--- config.mk ---
export PLATFORM = sky130hd
export DESIGN_NAME = keyer_host_command_parser_flat
export DESIGN_NICKNAME = d
export VERILOG_FILES = /design/src/design/kcp_pkg.sv /design/src/design/kcp_in_if.sv /design/src/design/kcp_out_if.sv /design/src/design/kcp_front.sv /design/src/design/kcp_op_queue.sv /design/src/design/kcp_back.sv /design/src/design/keyer_host_command_parser.sv /design/src/flat_wrapper.sv
export SDC_FILE = /design/constraint.sdc
export NUM_CORES = 1
export LEC_CHECK = 0
export BUFFER_PORTS_ARGS = -buffer_cell sky130_fd_sc_hd__buf_2
export CAP_MARGIN = 40
export CORE_MARGIN = 4
export CORE_UTILIZATION = 60
export CTS_CLUSTER_SIZE = 14
export DETAILED_ROUTE_END_ITERATION = 7
export HOLD_SLACK_MARGIN = 0.03
export PLACE_DENSITY = 0.84
export SYNTH_ARGS = -nofsm -noshare
export SYNTH_HDL_FRONTEND = slang
export SYNTH_SLANG_ARGS = --single-unit
--- constraint.sdc ---
create_clock -name clk_i -period 4.64 [get_ports clk_i]
set_input_delay 0.232 -clock clk_i [delete_from_list [all_inputs] [get_ports clk_i]]
set_output_delay 0.232 -clock clk_i [all_outputs]
set_load 0.02 [all_outputs]
--- src/design/kcp_pkg.sv ---
// Shared types, constants and the parameter count table of the keyer host command parser.
// Depends on nothing; every other file of the block imports it.
package kcp_pkg;

  localparam int FIFO_DEPTH  = 128;
  localparam int PTR_W       = $clog2(FIFO_DEPTH);
  localparam int CNT_W       = $clog2(FIFO_DEPTH + 1);
  localparam int PARAM_SLOTS = 16;
  localparam int PIDX_W      = 4;
  localparam int KEPT_W      = 5;
  localparam int QDEPTH      = 4;
  localparam int QPTR_W      = $clog2(QDEPTH);
  localparam int QCNT_W      = $clog2(QDEPTH + 1);
  localparam int CFG_IDX_W   = 1;

  localparam logic [CFG_IDX_W-1:0] CFG_XOFF_THR = 1'd0;
  localparam logic [CFG_IDX_W-1:0] CFG_XON_THR  = 1'd1;

  localparam logic [7:0] ST_READY    = 8'hC0;
  localparam logic [7:0] ST_BUFFERED = 8'hC4;
  localparam logic [7:0] ST_XON      = 8'hC4;
  localparam logic [7:0] ST_XOFF     = 8'hC5;
  localparam logic [7:0] ST_BREAKIN  = 8'hC6;

  localparam logic [5:0] CMD_CLEAR_BUF = 6'h0A;
  localparam logic [5:0] CMD_MODE_A    = 6'h0E;
  localparam logic [5:0] CMD_MODE_B    = 6'h0F;
  localparam logic [5:0] CMD_BUF_PTR   = 6'h16;
  localparam logic [5:0] ADMIN_BASE    = 6'h20;
  localparam logic [7:0] ADMIN_MAX_OFS = 8'h0D;
  localparam logic [7:0] CMD_LIMIT     = 8'h20;
  localparam logic [7:0] LONG_COUNT    = 8'd255;

  typedef enum logic [1:0] {
    REQ_HOST  = 2'd0,
    REQ_PULL  = 2'd1,
    REQ_BREAK = 2'd2
  } req_e;

  typedef enum logic [2:0] {
    K_TX      = 3'd0,
    K_CHAR    = 3'd1,
    K_PARAM   = 3'd2,
    K_DONE    = 3'd3,
    K_REFUSED = 3'd4,
    K_EMPTY   = 3'd5
  } kind_e;

  typedef enum logic [2:0] {
    OP_TEXT  = 3'd0,
    OP_PULL  = 3'd1,
    OP_BREAK = 3'd2,
    OP_PARAM = 3'd3,
    OP_DONE  = 3'd4
  } op_e;

  typedef struct packed {
    op_e               op;
    logic [7:0]        data;
    logic [PIDX_W-1:0] pidx;
    logic              store;
    logic [KEPT_W-1:0] kept;
    logic [5:0]        cmd;
  } op_t;

  typedef struct packed {
    logic [7:0] xoff_thr;
    logic [7:0] xon_thr;
  } cfg_t;

  // Parameter bytes that follow each command code.
  function automatic logic [7:0] param_count(input logic [5:0] code);
    logic [7:0] cnt;
    case (code)
      6'd1, 6'd2, 6'd3, 6'd6, 6'd9, 6'd11, 6'd12, 6'd13, 6'd14, 6'd16, 6'd17, 6'd18,
      6'd20, 6'd22, 6'd23, 6'd24, 6'd25, 6'd26, 6'd28, 6'd29, 6'd36, 6'd45: cnt = 8'd1;
      6'd4, 6'd27: cnt = 8'd2;
      6'd5, 6'd32: cnt = 8'd3;
      6'd15:       cnt = 8'd15;
      6'd44:       cnt = 8'd255;
      default:     cnt = 8'd0;
    endcase
    return cnt;
  endfunction

endpackage

--- src/design/kcp_in_if.sv ---
// Input channel of the keyer host command parser: valid/ready and the request payload.
// Depends on kcp_pkg.
interface kcp_in_if;
  import kcp_pkg::*;
  logic       valid;
  logic       ready;
  logic [1:0] req_type;
  logic [7:0] host_byte;

  modport source (output valid, output req_type, output host_byte, input ready);
  modport sink (input valid, input req_type, input host_byte, output ready);
endinterface

--- src/design/kcp_out_if.sv ---
// Result channel of the keyer host command parser: valid/ready and the result payload.
// Depends on kcp_pkg.
interface kcp_out_if;
  import kcp_pkg::*;
  logic              valid;
  logic              ready;
  logic [2:0]        kind;
  logic [7:0]        value;
  logic [PIDX_W-1:0] param_index;
  logic              last;

  modport source (output valid, output kind, output value, output param_index, output last,
                  input ready);
  modport sink (input valid, input kind, input value, input param_index, input last,
                output ready);
endinterface

--- src/design/kcp_front.sv ---
// Front end: accepts requests, tracks the command parse and turns most requests into an operation.
// Depends on kcp_pkg and kcp_in_if.
module kcp_front (
  input  logic          clk_i,
  input  logic          rst_ni,
  kcp_in_if.sink        in_ch,
  input  logic          q_full_i,
  output logic          push_o,
  output kcp_pkg::op_t  op_o
);
  import kcp_pkg::*;

  typedef enum logic [2:0] {
    PH_FETCH  = 3'b001,
    PH_ADMIN  = 3'b010,
    PH_PARAMS = 3'b100
  } phase_e;

  phase_e     phase_q, phase_d;
  logic [5:0] cmd_q, cmd_d;
  logic [8:0] left_q, left_d;
  logic [8:0] taken_q, taken_d;

  logic       accept;
  logic       push_c;
  logic       do_start;
  logic [5:0] start_cmd;
  logic [8:0] start_cnt;
  logic [8:0] taken_new;
  logic [8:0] left_new;
  logic [7:0] b;
  logic [7:0] tab_cnt;

  assign in_ch.ready = !q_full_i;
  assign accept      = in_ch.valid && in_ch.ready;
  assign push_o      = accept && push_c;
  assign b           = in_ch.host_byte;

  always_comb begin
    phase_d   = phase_q;
    cmd_d     = cmd_q;
    left_d    = left_q;
    taken_d   = taken_q;
    push_c    = 1'b0;
    do_start  = 1'b0;
    start_cmd = '0;
    start_cnt = '0;
    tab_cnt   = '0;
    taken_new = taken_q + 9'd1;
    left_new  = left_q - 9'd1;
    op_o      = '{op: OP_TEXT, data: b, pidx: '0, store: 1'b0, kept: '0, cmd: '0};

    case (in_ch.req_type)
      REQ_HOST: begin
        case (phase_q)
          PH_ADMIN: begin
            phase_d = PH_FETCH;
            if (b <= ADMIN_MAX_OFS) begin
              do_start  = 1'b1;
              start_cmd = ADMIN_BASE + b[5:0];
              start_cnt = {1'b0, param_count(start_cmd)};
            end
          end
          PH_PARAMS: begin
            // The buffer pointer command with sub-command 3 takes one extra byte.
            if (cmd_q == CMD_BUF_PTR && taken_new == 9'd1 && b == 8'd3) begin
              left_new = left_q;
            end
            taken_d   = taken_new;
            left_d    = left_new;
            op_o.pidx = taken_q[PIDX_W-1:0];
            op_o.store = (taken_q < 9'(PARAM_SLOTS));
            op_o.cmd  = cmd_q;
            op_o.kept = (taken_new >= 9'(PARAM_SLOTS)) ? KEPT_W'(PARAM_SLOTS)
                                                      : taken_new[KEPT_W-1:0];
            if (left_new == 9'd0) begin
              op_o.op = OP_DONE;
              push_c  = 1'b1;
              phase_d = PH_FETCH;
            end else begin
              op_o.op = OP_PARAM;
              push_c  = op_o.store;
            end
          end
          default: begin
            phase_d = PH_FETCH;
            if (b == 8'd0) begin
              phase_d = PH_ADMIN;
            end else if (b < CMD_LIMIT) begin
              do_start  = 1'b1;
              start_cmd = b[5:0];
              tab_cnt   = param_count(b[5:0]);
              start_cnt = (tab_cnt == LONG_COUNT) ? 9'd256 : {1'b0, tab_cnt};
            end else begin
              op_o.op = OP_TEXT;
              push_c  = 1'b1;
            end
          end
        endcase
      end
      REQ_PULL: begin
        op_o.op = OP_PULL;
        push_c  = 1'b1;
      end
      REQ_BREAK: begin
        op_o.op = OP_BREAK;
        push_c  = 1'b1;
      end
      default: ;
    endcase

    if (do_start) begin
      cmd_d   = start_cmd;
      left_d  = start_cnt;
      taken_d = '0;
      if (start_cnt != 9'd0) begin
        phase_d = PH_PARAMS;
      end else begin
        // A command without parameters completes at once and clears slot zero.
        op_o    = '{op: OP_DONE, data: 8'd0, pidx: '0, store: 1'b1, kept: '0, cmd: start_cmd};
        push_c  = 1'b1;
        phase_d = PH_FETCH;
      end
    end
  end

  always_ff @(posedge clk_i or negedge rst_ni) begin
    if (!rst_ni) begin
      phase_q <= PH_FETCH;
      cmd_q   <= '0;
      left_q  <= '0;
      taken_q <= '0;
    end else if (accept) begin
      phase_q <= phase_d;
      cmd_q   <= cmd_d;
      left_q  <= left_d;
      taken_q <= taken_d;
    end
  end

endmodule

--- src/design/kcp_op_queue.sv ---
// Short operation queue between the front end and the back end.
// Depends on kcp_pkg.
module kcp_op_queue (
  input  logic         clk_i,
  input  logic         rst_ni,
  input  logic         push_i,
  input  kcp_pkg::op_t op_i,
  input  logic         pop_i,
  output kcp_pkg::op_t head_o,
  output logic         full_o,
  output logic         empty_o
);
  import kcp_pkg::*;

  op_t               slot_q [QDEPTH];
  logic [QPTR_W-1:0] wr_q, rd_q;
  logic [QCNT_W-1:0] cnt_q;

  assign head_o  = slot_q[rd_q];
  assign full_o  = (cnt_q == QCNT_W'(QDEPTH));
  assign empty_o = (cnt_q == '0);

  always_ff @(posedge clk_i) begin
    if (push_i) begin
      slot_q[wr_q] <= op_i;
    end
  end

  always_ff @(posedge clk_i or negedge rst_ni) begin
    if (!rst_ni) begin
      wr_q  <= '0;
      rd_q  <= '0;
      cnt_q <= '0;
    end else begin
      if (push_i) begin
        wr_q <= wr_q + 1'b1;
      end
      if (pop_i) begin
        rd_q <= rd_q + 1'b1;
      end
      case ({push_i, pop_i})
        2'b10:   cnt_q <= cnt_q + 1'b1;
        2'b01:   cnt_q <= cnt_q - 1'b1;
        default: cnt_q <= cnt_q;
      endcase
    end
  end

endmodule

--- src/design/kcp_back.sv ---
// Back end: runs queued operations on the text FIFO, status and parameter store, and emits results.
// Depends on kcp_pkg and kcp_out_if.
module kcp_back (
  input  logic          clk_i,
  input  logic          rst_ni,
  input  kcp_pkg::op_t  head_i,
  input  logic          q_empty_i,
  output logic          pop_o,
  input  kcp_pkg::cfg_t cfg_i,
  kcp_out_if.source     out_ch
);
  import kcp_pkg::*;

  localparam int CMP_W = (CNT_W > 8) ? CNT_W : 8;
  localparam logic [CNT_W-1:0] DEPTH_C = CNT_W'(FIFO_DEPTH);

  typedef enum logic [5:0] {
    S_IDLE  = 6'b000001,
    S_TEXT  = 6'b000010,
    S_PULL  = 6'b000100,
    S_BREAK = 6'b001000,
    S_DONE  = 6'b010000,
    S_STAT  = 6'b100000
  } state_e;

  state_e            state_q, state_d;
  op_t               op_q, op_d;
  logic [KEPT_W-1:0] pcnt_q, pcnt_d;
  logic [7:0]        stat_q, stat_d;
  logic [7:0]        last_st_q, last_st_d;
  logic              xoff_q, xoff_d;
  logic              echo_q, echo_d;
  logic [PTR_W-1:0]  wptr_q, wptr_d, rptr_q, rptr_d;
  logic [CNT_W-1:0]  fcnt_q, fcnt_d;

  logic [7:0]        fifo_mem [FIFO_DEPTH];
  logic [7:0]        rd_data_q;
  logic [7:0]        pstore_q [PARAM_SLOTS];

  logic              ovalid_q;
  kind_e             okind_q, res_kind;
  logic [7:0]        ovalue_q, res_value;
  logic [PIDX_W-1:0] opidx_q, res_pidx;
  logic              olast_q, res_last;

  logic              can_load, load, mem_we, pwe;
  logic              st_new, xoff_hit;
  logic [CNT_W-1:0]  cnt_up, cnt_dn;
  logic [7:0]        st_pick;

  function automatic logic [PTR_W-1:0] ptr_inc(input logic [PTR_W-1:0] p);
    return (p == PTR_W'(FIFO_DEPTH - 1)) ? '0 : p + 1'b1;
  endfunction

  assign can_load          = !ovalid_q || out_ch.ready;
  assign out_ch.valid       = ovalid_q;
  assign out_ch.kind        = okind_q;
  assign out_ch.value       = ovalue_q;
  assign out_ch.param_index = opidx_q;
  assign out_ch.last        = olast_q;
  assign cnt_up             = fcnt_q + 1'b1;
  assign cnt_dn             = fcnt_q - 1'b1;

  always_comb begin
    state_d   = state_q;
    op_d      = op_q;
    pcnt_d    = pcnt_q;
    stat_d    = stat_q;
    last_st_d = last_st_q;
    xoff_d    = xoff_q;
    echo_d    = echo_q;
    wptr_d    = wptr_q;
    rptr_d    = rptr_q;
    fcnt_d    = fcnt_q;
    pop_o     = 1'b0;
    pwe       = 1'b0;
    mem_we    = 1'b0;
    load      = 1'b0;
    res_kind  = K_TX;
    res_value = '0;
    res_pidx  = '0;
    res_last  = 1'b0;
    st_new    = 1'b0;
    xoff_hit  = 1'b0;
    st_pick   = ST_BUFFERED;

    case (state_q)
      S_IDLE: begin
        if (!q_empty_i) begin
          pop_o = 1'b1;
          op_d  = head_i;
          pwe   = (head_i.op == OP_PARAM || head_i.op == OP_DONE) && head_i.store;
          case (head_i.op)
            OP_TEXT:  state_d = S_TEXT;
            OP_PULL:  state_d = S_PULL;
            OP_BREAK: state_d = S_BREAK;
            OP_DONE: begin
              state_d = S_DONE;
              pcnt_d  = '0;
            end
            default:  state_d = S_IDLE;
          endcase
        end
      end
      S_TEXT: begin
        if (can_load) begin
          state_d = S_IDLE;
          if (fcnt_q == DEPTH_C) begin
            load      = 1'b1;
            res_kind  = K_REFUSED;
            res_value = op_q.data;
            res_last  = 1'b1;
          end else begin
            mem_we   = 1'b1;
            wptr_d   = ptr_inc(wptr_q);
            fcnt_d   = cnt_up;
            xoff_hit = CMP_W'(DEPTH_C - cnt_up) <= CMP_W'(cfg_i.xoff_thr);
            st_new   = xoff_hit && (last_st_q != ST_XOFF);
            stat_d   = ST_XOFF;
            if (xoff_hit) begin
              xoff_d    = 1'b1;
              last_st_d = ST_XOFF;
            end
            if (echo_q) begin
              load      = 1'b1;
              res_value = op_q.data;
              res_last  = !st_new;
              if (st_new) begin
                state_d = S_STAT;
              end
            end else if (st_new) begin
              load      = 1'b1;
              res_value = ST_XOFF;
              res_last  = 1'b1;
            end
          end
        end
      end
      S_PULL: begin
        if (can_load) begin
          state_d = S_IDLE;
          load    = 1'b1;
          if (fcnt_q == '0) begin
            res_kind = K_EMPTY;
            res_last = 1'b1;
          end else begin
            res_kind = K_CHAR;
            res_value = rd_data_q;
            rptr_d   = ptr_inc(rptr_q);
            fcnt_d   = cnt_dn;
            if (cnt_dn == '0) begin
              st_pick = ST_READY;
              xoff_d  = 1'b0;
            end else if (xoff_q && (CMP_W'(DEPTH_C - cnt_dn) > CMP_W'(cfg_i.xon_thr))) begin
              st_pick = ST_XON;
              xoff_d  = 1'b0;
            end
            st_new    = (st_pick != last_st_q);
            res_last  = !st_new;
            last_st_d = st_pick;
            stat_d    = st_pick;
            if (st_new) begin
              state_d = S_STAT;
            end
          end
        end
      end
      S_BREAK: begin
        if (can_load) begin
          load      = 1'b1;
          wptr_d    = '0;
          rptr_d    = '0;
          fcnt_d    = '0;
          xoff_d    = 1'b0;
          last_st_d = ST_READY;
          // READY always differs from the status before it, so it is always sent.
          if (last_st_q != ST_BREAKIN) begin
            res_value = ST_BREAKIN;
            stat_d    = ST_READY;
            state_d   = S_STAT;
          end else begin
            res_value = ST_READY;
            res_last  = 1'b1;
            state_d   = S_IDLE;
          end
        end
      end
      S_DONE: begin
        if (can_load) begin
          load = 1'b1;
          if (pcnt_q < op_q.kept) begin
            res_kind  = K_PARAM;
            res_value = pstore_q[pcnt_q[PIDX_W-1:0]];
            res_pidx  = pcnt_q[PIDX_W-1:0];
            pcnt_d    = pcnt_q + 1'b1;
          end else begin
            res_kind  = K_DONE;
            res_value = {2'b00, op_q.cmd};
            res_last  = 1'b1;
            state_d   = S_IDLE;
            if (op_q.cmd == CMD_CLEAR_BUF) begin
              wptr_d = '0;
              rptr_d = '0;
              fcnt_d = '0;
            end else if (op_q.cmd == CMD_MODE_A || op_q.cmd == CMD_MODE_B) begin
              echo_d = pstore_q[0][2];
            end
          end
        end
      end
      S_STAT: begin
        if (can_load) begin
          load      = 1'b1;
          res_value = stat_q;
          res_last  = 1'b1;
          state_d   = S_IDLE;
        end
      end
      default: state_d = S_IDLE;
    endcase
  end

  always_ff @(posedge clk_i) begin
    if (mem_we) begin
      fifo_mem[wptr_q] <= op_q.data;
    end
    rd_data_q <= fifo_mem[rptr_q];
    if (pwe) begin
      pstore_q[head_i.pidx] <= head_i.data;
    end
    op_q <= op_d;
    stat_q <= stat_d;
    if (load) begin
      okind_q  <= res_kind;
      ovalue_q <= res_value;
      opidx_q  <= res_pidx;
      olast_q  <= res_last;
    end
  end

  always_ff @(posedge clk_i or negedge rst_ni) begin
    if (!rst_ni) begin
      state_q   <= S_IDLE;
      pcnt_q    <= '0;
      last_st_q <= '0;
      xoff_q    <= 1'b0;
      echo_q    <= 1'b0;
      wptr_q    <= '0;
      rptr_q    <= '0;
      fcnt_q    <= '0;
      ovalid_q  <= 1'b0;
    end else begin
      state_q   <= state_d;
      pcnt_q    <= pcnt_d;
      last_st_q <= last_st_d;
      xoff_q    <= xoff_d;
      echo_q    <= echo_d;
      wptr_q    <= wptr_d;
      rptr_q    <= rptr_d;
      fcnt_q    <= fcnt_d;
      ovalid_q  <= load || (ovalid_q && !out_ch.ready);
    end
  end

endmodule

--- src/design/keyer_host_command_parser.sv ---
// Keyer host command parser: top level joining front end, operation queue and back end.
// Depends on kcp_pkg, kcp_in_if, kcp_out_if, kcp_front, kcp_op_queue and kcp_back.
//
// The parser takes host bytes, keyer pull requests and paddle break-in events on the input
// channel and returns result items on the output channel, the final item of each request
// marked by last. The front end classifies a request in the cycle of its transfer and
// places at most one operation in a four-entry queue; the back end takes one operation
// per visit to its idle state and emits its results one per cycle while the output
// register drains. Requests that queue nothing (the admin prefix, a dropped admin code, a
// parameter past the sixteenth) touch only the front end; a kept parameter that does
// not complete its command produces nothing but still takes a back-end dispatch to
// reach the parameter store.
// The back-end sequencer, which handles one operation at a time, sets the sustained rate.
// The text FIFO has one write and one registered read port; its contents are undefined
// until written and no clearing pass is needed, as the fill count guards every read.
// Configuration writes take effect at once and are intended while the parser is idle.
module keyer_host_command_parser (
  input  logic                              clk_i,
  input  logic                              rst_ni,
  kcp_in_if.sink                            in_ch,
  kcp_out_if.source                         out_ch,
  input  logic                              cfg_we_i,
  input  logic [kcp_pkg::CFG_IDX_W-1:0]     cfg_idx_i,
  input  logic [7:0]                        cfg_wdata_i
);
  import kcp_pkg::*;

  // Threshold registers; both are compared against the free FIFO entries.
  cfg_t cfg_q;

  // Queue between the two halves: the front end pushes, the back end pops.
  op_t  push_op;
  op_t  head_op;
  logic push;
  logic pop;
  logic q_full;
  logic q_empty;

  always_ff @(posedge clk_i or negedge rst_ni) begin
    if (!rst_ni) begin
      cfg_q.xoff_thr <= 8'd4;
      cfg_q.xon_thr  <= 8'd16;
    end else if (cfg_we_i) begin
      case (cfg_idx_i)
        CFG_XOFF_THR: cfg_q.xoff_thr <= cfg_wdata_i;
        CFG_XON_THR:  cfg_q.xon_thr  <= cfg_wdata_i;
        default: ;
      endcase
    end
  end

  // The front end accepts a transfer whenever the queue has room.
  kcp_front u_front (
    .clk_i    (clk_i),
    .rst_ni   (rst_ni),
    .in_ch    (in_ch),
    .q_full_i (q_full),
    .push_o   (push),
    .op_o     (push_op)
  );

  kcp_op_queue u_queue (
    .clk_i   (clk_i),
    .rst_ni  (rst_ni),
    .push_i  (push),
    .op_i    (push_op),
    .pop_i   (pop),
    .head_o  (head_op),
    .full_o  (q_full),
    .empty_o (q_empty)
  );

  // The back end owns the text FIFO, status tracking, echo mode and the parameter store.
  kcp_back u_back (
    .clk_i     (clk_i),
    .rst_ni    (rst_ni),
    .head_i    (head_op),
    .q_empty_i (q_empty),
    .pop_o     (pop),
    .cfg_i     (cfg_q),
    .out_ch    (out_ch)
  );

endmodule

--- src/flat_wrapper.sv ---
// flat-port wrapper written by rule: the top's interface ports become plain ports
module keyer_host_command_parser_flat import kcp_pkg::*;
  (clk_i, rst_ni, cfg_we_i, cfg_idx_i, cfg_wdata_i, in_ch_valid, in_ch_req_type, in_ch_host_byte, in_ch_ready, out_ch_valid, out_ch_kind, out_ch_value, out_ch_param_index, out_ch_last, out_ch_ready);
  kcp_in_if in_ch_i ();
  kcp_out_if out_ch_i ();
  input  logic clk_i;
  input  logic rst_ni;
  input  logic cfg_we_i;
  input  logic [kcp_pkg::CFG_IDX_W-1:0] cfg_idx_i;
  input  logic [7:0] cfg_wdata_i;
  input wire logic [$bits(in_ch_i.valid)-1:0] in_ch_valid;
  input wire logic [$bits(in_ch_i.req_type)-1:0] in_ch_req_type;
  input wire logic [$bits(in_ch_i.host_byte)-1:0] in_ch_host_byte;
  output wire logic [$bits(in_ch_i.ready)-1:0] in_ch_ready;
  output wire logic [$bits(out_ch_i.valid)-1:0] out_ch_valid;
  output wire logic [$bits(out_ch_i.kind)-1:0] out_ch_kind;
  output wire logic [$bits(out_ch_i.value)-1:0] out_ch_value;
  output wire logic [$bits(out_ch_i.param_index)-1:0] out_ch_param_index;
  output wire logic [$bits(out_ch_i.last)-1:0] out_ch_last;
  input wire logic [$bits(out_ch_i.ready)-1:0] out_ch_ready;
  assign in_ch_i.valid = in_ch_valid;
  assign in_ch_i.req_type = in_ch_req_type;
  assign in_ch_i.host_byte = in_ch_host_byte;
  assign in_ch_ready = in_ch_i.ready;
  assign out_ch_valid = out_ch_i.valid;
  assign out_ch_kind = out_ch_i.kind;
  assign out_ch_value = out_ch_i.value;
  assign out_ch_param_index = out_ch_i.param_index;
  assign out_ch_last = out_ch_i.last;
  assign out_ch_i.ready = out_ch_ready;
  keyer_host_command_parser u_core (.clk_i(clk_i), .rst_ni(rst_ni), .in_ch(in_ch_i), .out_ch(out_ch_i), .cfg_we_i(cfg_we_i), .cfg_idx_i(cfg_idx_i), .cfg_wdata_i(cfg_wdata_i));
endmodule
==> run_results.csv <==
group,metric,value,unit
critical_path,cp.depth,18,
timing,fmax,235.6,MHz
power,power.share.combinational,29.4,%
routing,drtPass1Iterations,8,
final_layout,regArea,41130,sq um
routing,drt_iter0_drc,5212,
synth,ys_seq_area_share,73.72,%
clock_tree,tritoncts,"done",
critical_path,crit_family,"compound AO/OA/AOI/OAI gates",
timing,finalHoldViolations,0,
critical_path,crit_start,"u_core.u_back.fcnt_q[0]",
timing,drv_slew,0,
critical_path,path_max_fanout,6,
critical_path,crit_buf_inv,1,
critical_path,path_common_cell,"a21oi_1",
synth,syn_area,55770,sq um
critical_path,critical-path-max-stage-delay,0.45,ns
timing,finalSetupViolations,0,
floorplanning,core.rowCount,111,
global_route,grt_pass1_wl,213700,um
final_layout,drive_above_1_share,24.52,%
clock_tree,numCtsBuffers,136,
synth,synth_nets,2855,
timing,fin_skew,0.04377,ns
run,cap_violations,0,
global_route,antenna_found_initial,6,
global_route,grt_pass1_vias,30907,
clock_tree,clk_pin_slew,0.06,ns
synth,ys_async_sr_fraction,5.776,%
critical_path,r2r_end,"u_core.u_back.out_ch.last",
placement,dpl.hpwl,78110,um
critical_path,rr_worst_depth,18,
power,cellPowerDensity,631.4,nW/um^2
power,netSwitchingFraction,31.90,%
critical_path,crit_chain,"ha_1 > and2_0 > nor2_1 > nor3_2 > mux2i_1 > o22ai_1 > xnor2_1 > ha_1 > a21o_1 > a21oi_1 > a21oi_1 > a21oi_1 > inv_1 > ha_1 > o21ai_0 > nand2_1 > o21ai_0 > a21oi_1",
critical_path,start_kind,"register",
synth,ys_types,82,
routing,ant_nets,0,
floorplanning,boundaryPins,42,
final_layout,fin_area,62550,sq um
timing,tightest_slew,1.004,ns
power,ir_worst_vdd,0.5182,mV
critical_path,rr_startpoint,"u_core.u_back.fcnt_q[0]",
critical_path,cp-endpoint,"u_core.u_back.out_ch.last",
synth,yosys_warnings,0,
routing,wl_per_cell,33.37,um
power,p_total,39.49,mW
clock_tree,post-cts-setup-buffer-count,0,
critical_path,cp_slowest_cell,"dfrtp_1",
synth,syn_avg_cell_area,19.95,sq um
routing,drc,13,
power,power_leakage,20.07,nW
timing,fin_ws,0.3948,ns
global_route,grt-ovfl-total,0,
routing,vias,30366,
timing,slew_headroom,32.79,%
power,p_int,26.89,mW
power,power_switching,12.60,mW
placement,globalplace.congestion,0.9287,
synth,syn_inst,2795,
global_route,grt_max_degree,130,
placement,place_ws,0.4138,ns
synth,synth_edf_count,1297,
floorplanning,fp.dieW,312.9,um
clock_tree,clk_path_buf_depth,3,
placement,numPortBuffers,41,
clock_tree,h-tree-depth,4,
final_layout,multiInputGateArea,13880,sq um
clock_tree,ctsRootBufferMaster,"clkbuf_16",
floorplanning,start_util,60.66,%
final_layout,final_net_count,3005,
power,seq_power_share,42.5,%
clock_tree,clock_latency,0.77,ns
routing,post_drt_via_cell_ratio,7.085,
synth,ys_ff_latch,1385,
critical_path,r2r_slack,0.39,ns
placement,place_area,57640,sq um
floorplanning,core-area,91940,sq um
global_route,grt_usage,29.86,%
critical_path,cp.required,5.09,ns
outcome,run_status,"finished with violations",
final_layout,final_core_util,68.03,%
critical_path,crit_type,"reg2reg",
timing,min_period_over_period,91.49,%
critical_path,cp-end-kind,"register",
critical_path,cp.arrival,4.70,ns
final_layout,syn_to_final_growth,12.14,%
outcome,failed_checks,"design-rule violations",
synth,ys.flop_type,"edfxtp_1",
floorplanning,die_area,97900,sq um
power,p_clk_share,28.1,%
timing,setup-tns-final,0,ns
timing,rsz0062_at_grt,"no",
timing,timing.final.crit_period,4.245,ns
clock_tree,cts.sinks,1385,
floorplanning,die_h,312.9,um
routing,totalWireLength,143000,um
final_layout,fillers,5247,
hold_path,hold_class,"in2reg",
==> flip-flops by register name, summed over array words and instances (netlist names), 2 cells and up <==
| register | count |
|---|---|
| u_core.u_back.last_st_q | 3 |
| u_core.u_back.pstore_q | 128 |
| u_core.u_queue.slot_q | 108 |
| u_core.u_back.out_ch.kind | 3 |
| u_core.u_back.pcnt_q | 5 |
| u_core.u_queue.cnt_q | 3 |
| u_core.u_back.rd_data_q | 8 |
| u_core.u_front.taken_q | 9 |
| u_core.u_front.left_q | 9 |
| u_core.u_queue.rd_q | 2 |
| u_core.u_back.rptr_q | 7 |
| u_core.u_back.fifo_mem | 1024 |
| u_core.u_back.stat_q | 2 |
| u_core.u_back.out_ch.param_index | 4 |
| u_core.u_back.state_q | 6 |
| u_core.u_back.wptr_q | 7 |
| u_core.u_back.fcnt_q | 8 |
| u_core.u_back.op_q | 19 |
| u_core.u_back.out_ch.value | 8 |
| u_core.u_front.phase_q | 3 |
| u_core.u_front.cmd_q | 6 |
| u_core.cfg_q | 8 |
| u_core.u_queue.wr_q | 2 |
==> synthesized netlist by cell type, types with 4 or more instances <==
master    number  area share [%]
nand3_1       39            0.35
o21ai_0       50            0.45
nor2b_1       13            0.15
o31ai_1        7           0.094
a21o_1         9            0.12
mux2i_1       13            0.23
nor3b_1       11            0.15
o311ai_1       4           0.063
and2_1        12            0.13
o221ai_1       4           0.063
and3_1        20            0.22
buf_6          7            0.14
edfxtp_1    1297              70
nand2_1      119            0.80
o21ai_1       34            0.31
nand4_1        9            0.10
nor4b_1        5           0.079
a22o_1         4           0.063
ha_1          35            0.79
o41ai_1        4           0.063
mux4_2       403              16
a31oi_1       10            0.11
nor3_1        22            0.20
nand3b_1       8            0.11
dfxtp_1        8            0.29
or3_1          7           0.079
xnor2_1       16            0.25
buf_2         32            0.29
nand2b_1      13            0.15
o22ai_1        8           0.090
mux2_2         8            0.16
nor4_1         9            0.10
clkbuf_1      77            0.52
a21oi_1       37            0.33
xor2_1        11            0.17
inv_1         39            0.26
nor2_1       215             1.4
dfrtp_1       77             3.5
buf_1         22            0.15
==> through the flow <==
stage	hold WS, ns	cells
3_5_place_dp	0.2094	4003
5_1_grt	0.2818	4285
4_1_cts	0.2635	4278
2_1_floorplan	-0.06359	2795
3_3_place_gp	0.2013	3996
6_report	0.2966	4286
==> routing by layer <==
metal  wire [um]  track usage, %  up-vias
met5          22               0        -
met2       71410           48.78     2610
met1       48280           39.85    15483
met4        7095           12.35        4
li1            -               -    11741
met3       16220           6.453      528
==> cells by family (layout without fill, tap and decap cells) <==
logic type	after synthesis	after routing	share of synthesized area, %
fa+ha+maj	37	37	0.8390
compound gates	209	209	2.394
flops	1385	1385	73.72
other cells	0	1	0
simple gates	527	527	4.478
buf+inv	183	430	1.411
mux	426	426	16.71
xor+xnor	28	28	0.4532
==> cell type report <==
type	instances	area share [%]
sequential	1385	65.76
inverter	43	0.2581
multi-input combinational	1227	22.19
tap	1243	2.487
clock inverter	68	1.276
antenna	1	0.004001
timing repair buffer	152	2.267
clock buffer	167	5.759
==> layout by cell type, fill, tap and decap left out, drive strengths merged, types with 11 or more instances in the layout <==
cell         count
xnor2           17
nand2b          13
o21ai           84
bufinv          13
edfxtp        1297
nand3           39
nor2b           13
buf            112
dlygate4sd3     39
inv             49
and2            13
dfrtp           77
clkbuf         167
and3            22
a21oi           38
mux4           403
ha              35
nor2           215
nor3            23
xor2            11
mux2i           13
nand2          120
nor3b           12
clkinv          47
==> worst min path at each step <==
stage | from | to | slack, ns | depth (start not counted)
after floorplan | rst_ni | u_core.cfg_q[11] | -0.06 | 0
after global placement | rst_ni | u_core.cfg_q[9] | 0.20 | 1
after detailed placement | rst_ni | u_core.cfg_q[9] | 0.21 | 1
after CTS | in_ch_host_byte[6] | u_core.u_queue.slot_q[0][22] | 0.26 | 2
after global routing | in_ch_host_byte[6] | u_core.u_queue.slot_q[0][22] | 0.28 | 2
final | in_ch_host_byte[6] | u_core.u_queue.slot_q[0][22] | 0.30 | 2
==> repair_timing <==
item                       in CTS  in global routing
resized for setup               0                  1
hold endpoints to repair       76                  0
hold buffers                   40                  0
setup endpoints to repair       0                 17
==> power groups by stage <==
stage / clock network, mW / logic [mW] / registers, mW
2_1_floorplan: 0 / 6.80 / 17.3
3_3_place_gp: 0 / 10.3 / 17.0
3_5_place_dp: 0 / 11.0 / 17.0
4_1_cts: 11.1 / 11.4 / 16.8
5_1_grt: 11.8 / 12.1 / 16.8
6_report: 11.1 / 11.6 / 16.8
(Power assumes the default switching activity.)
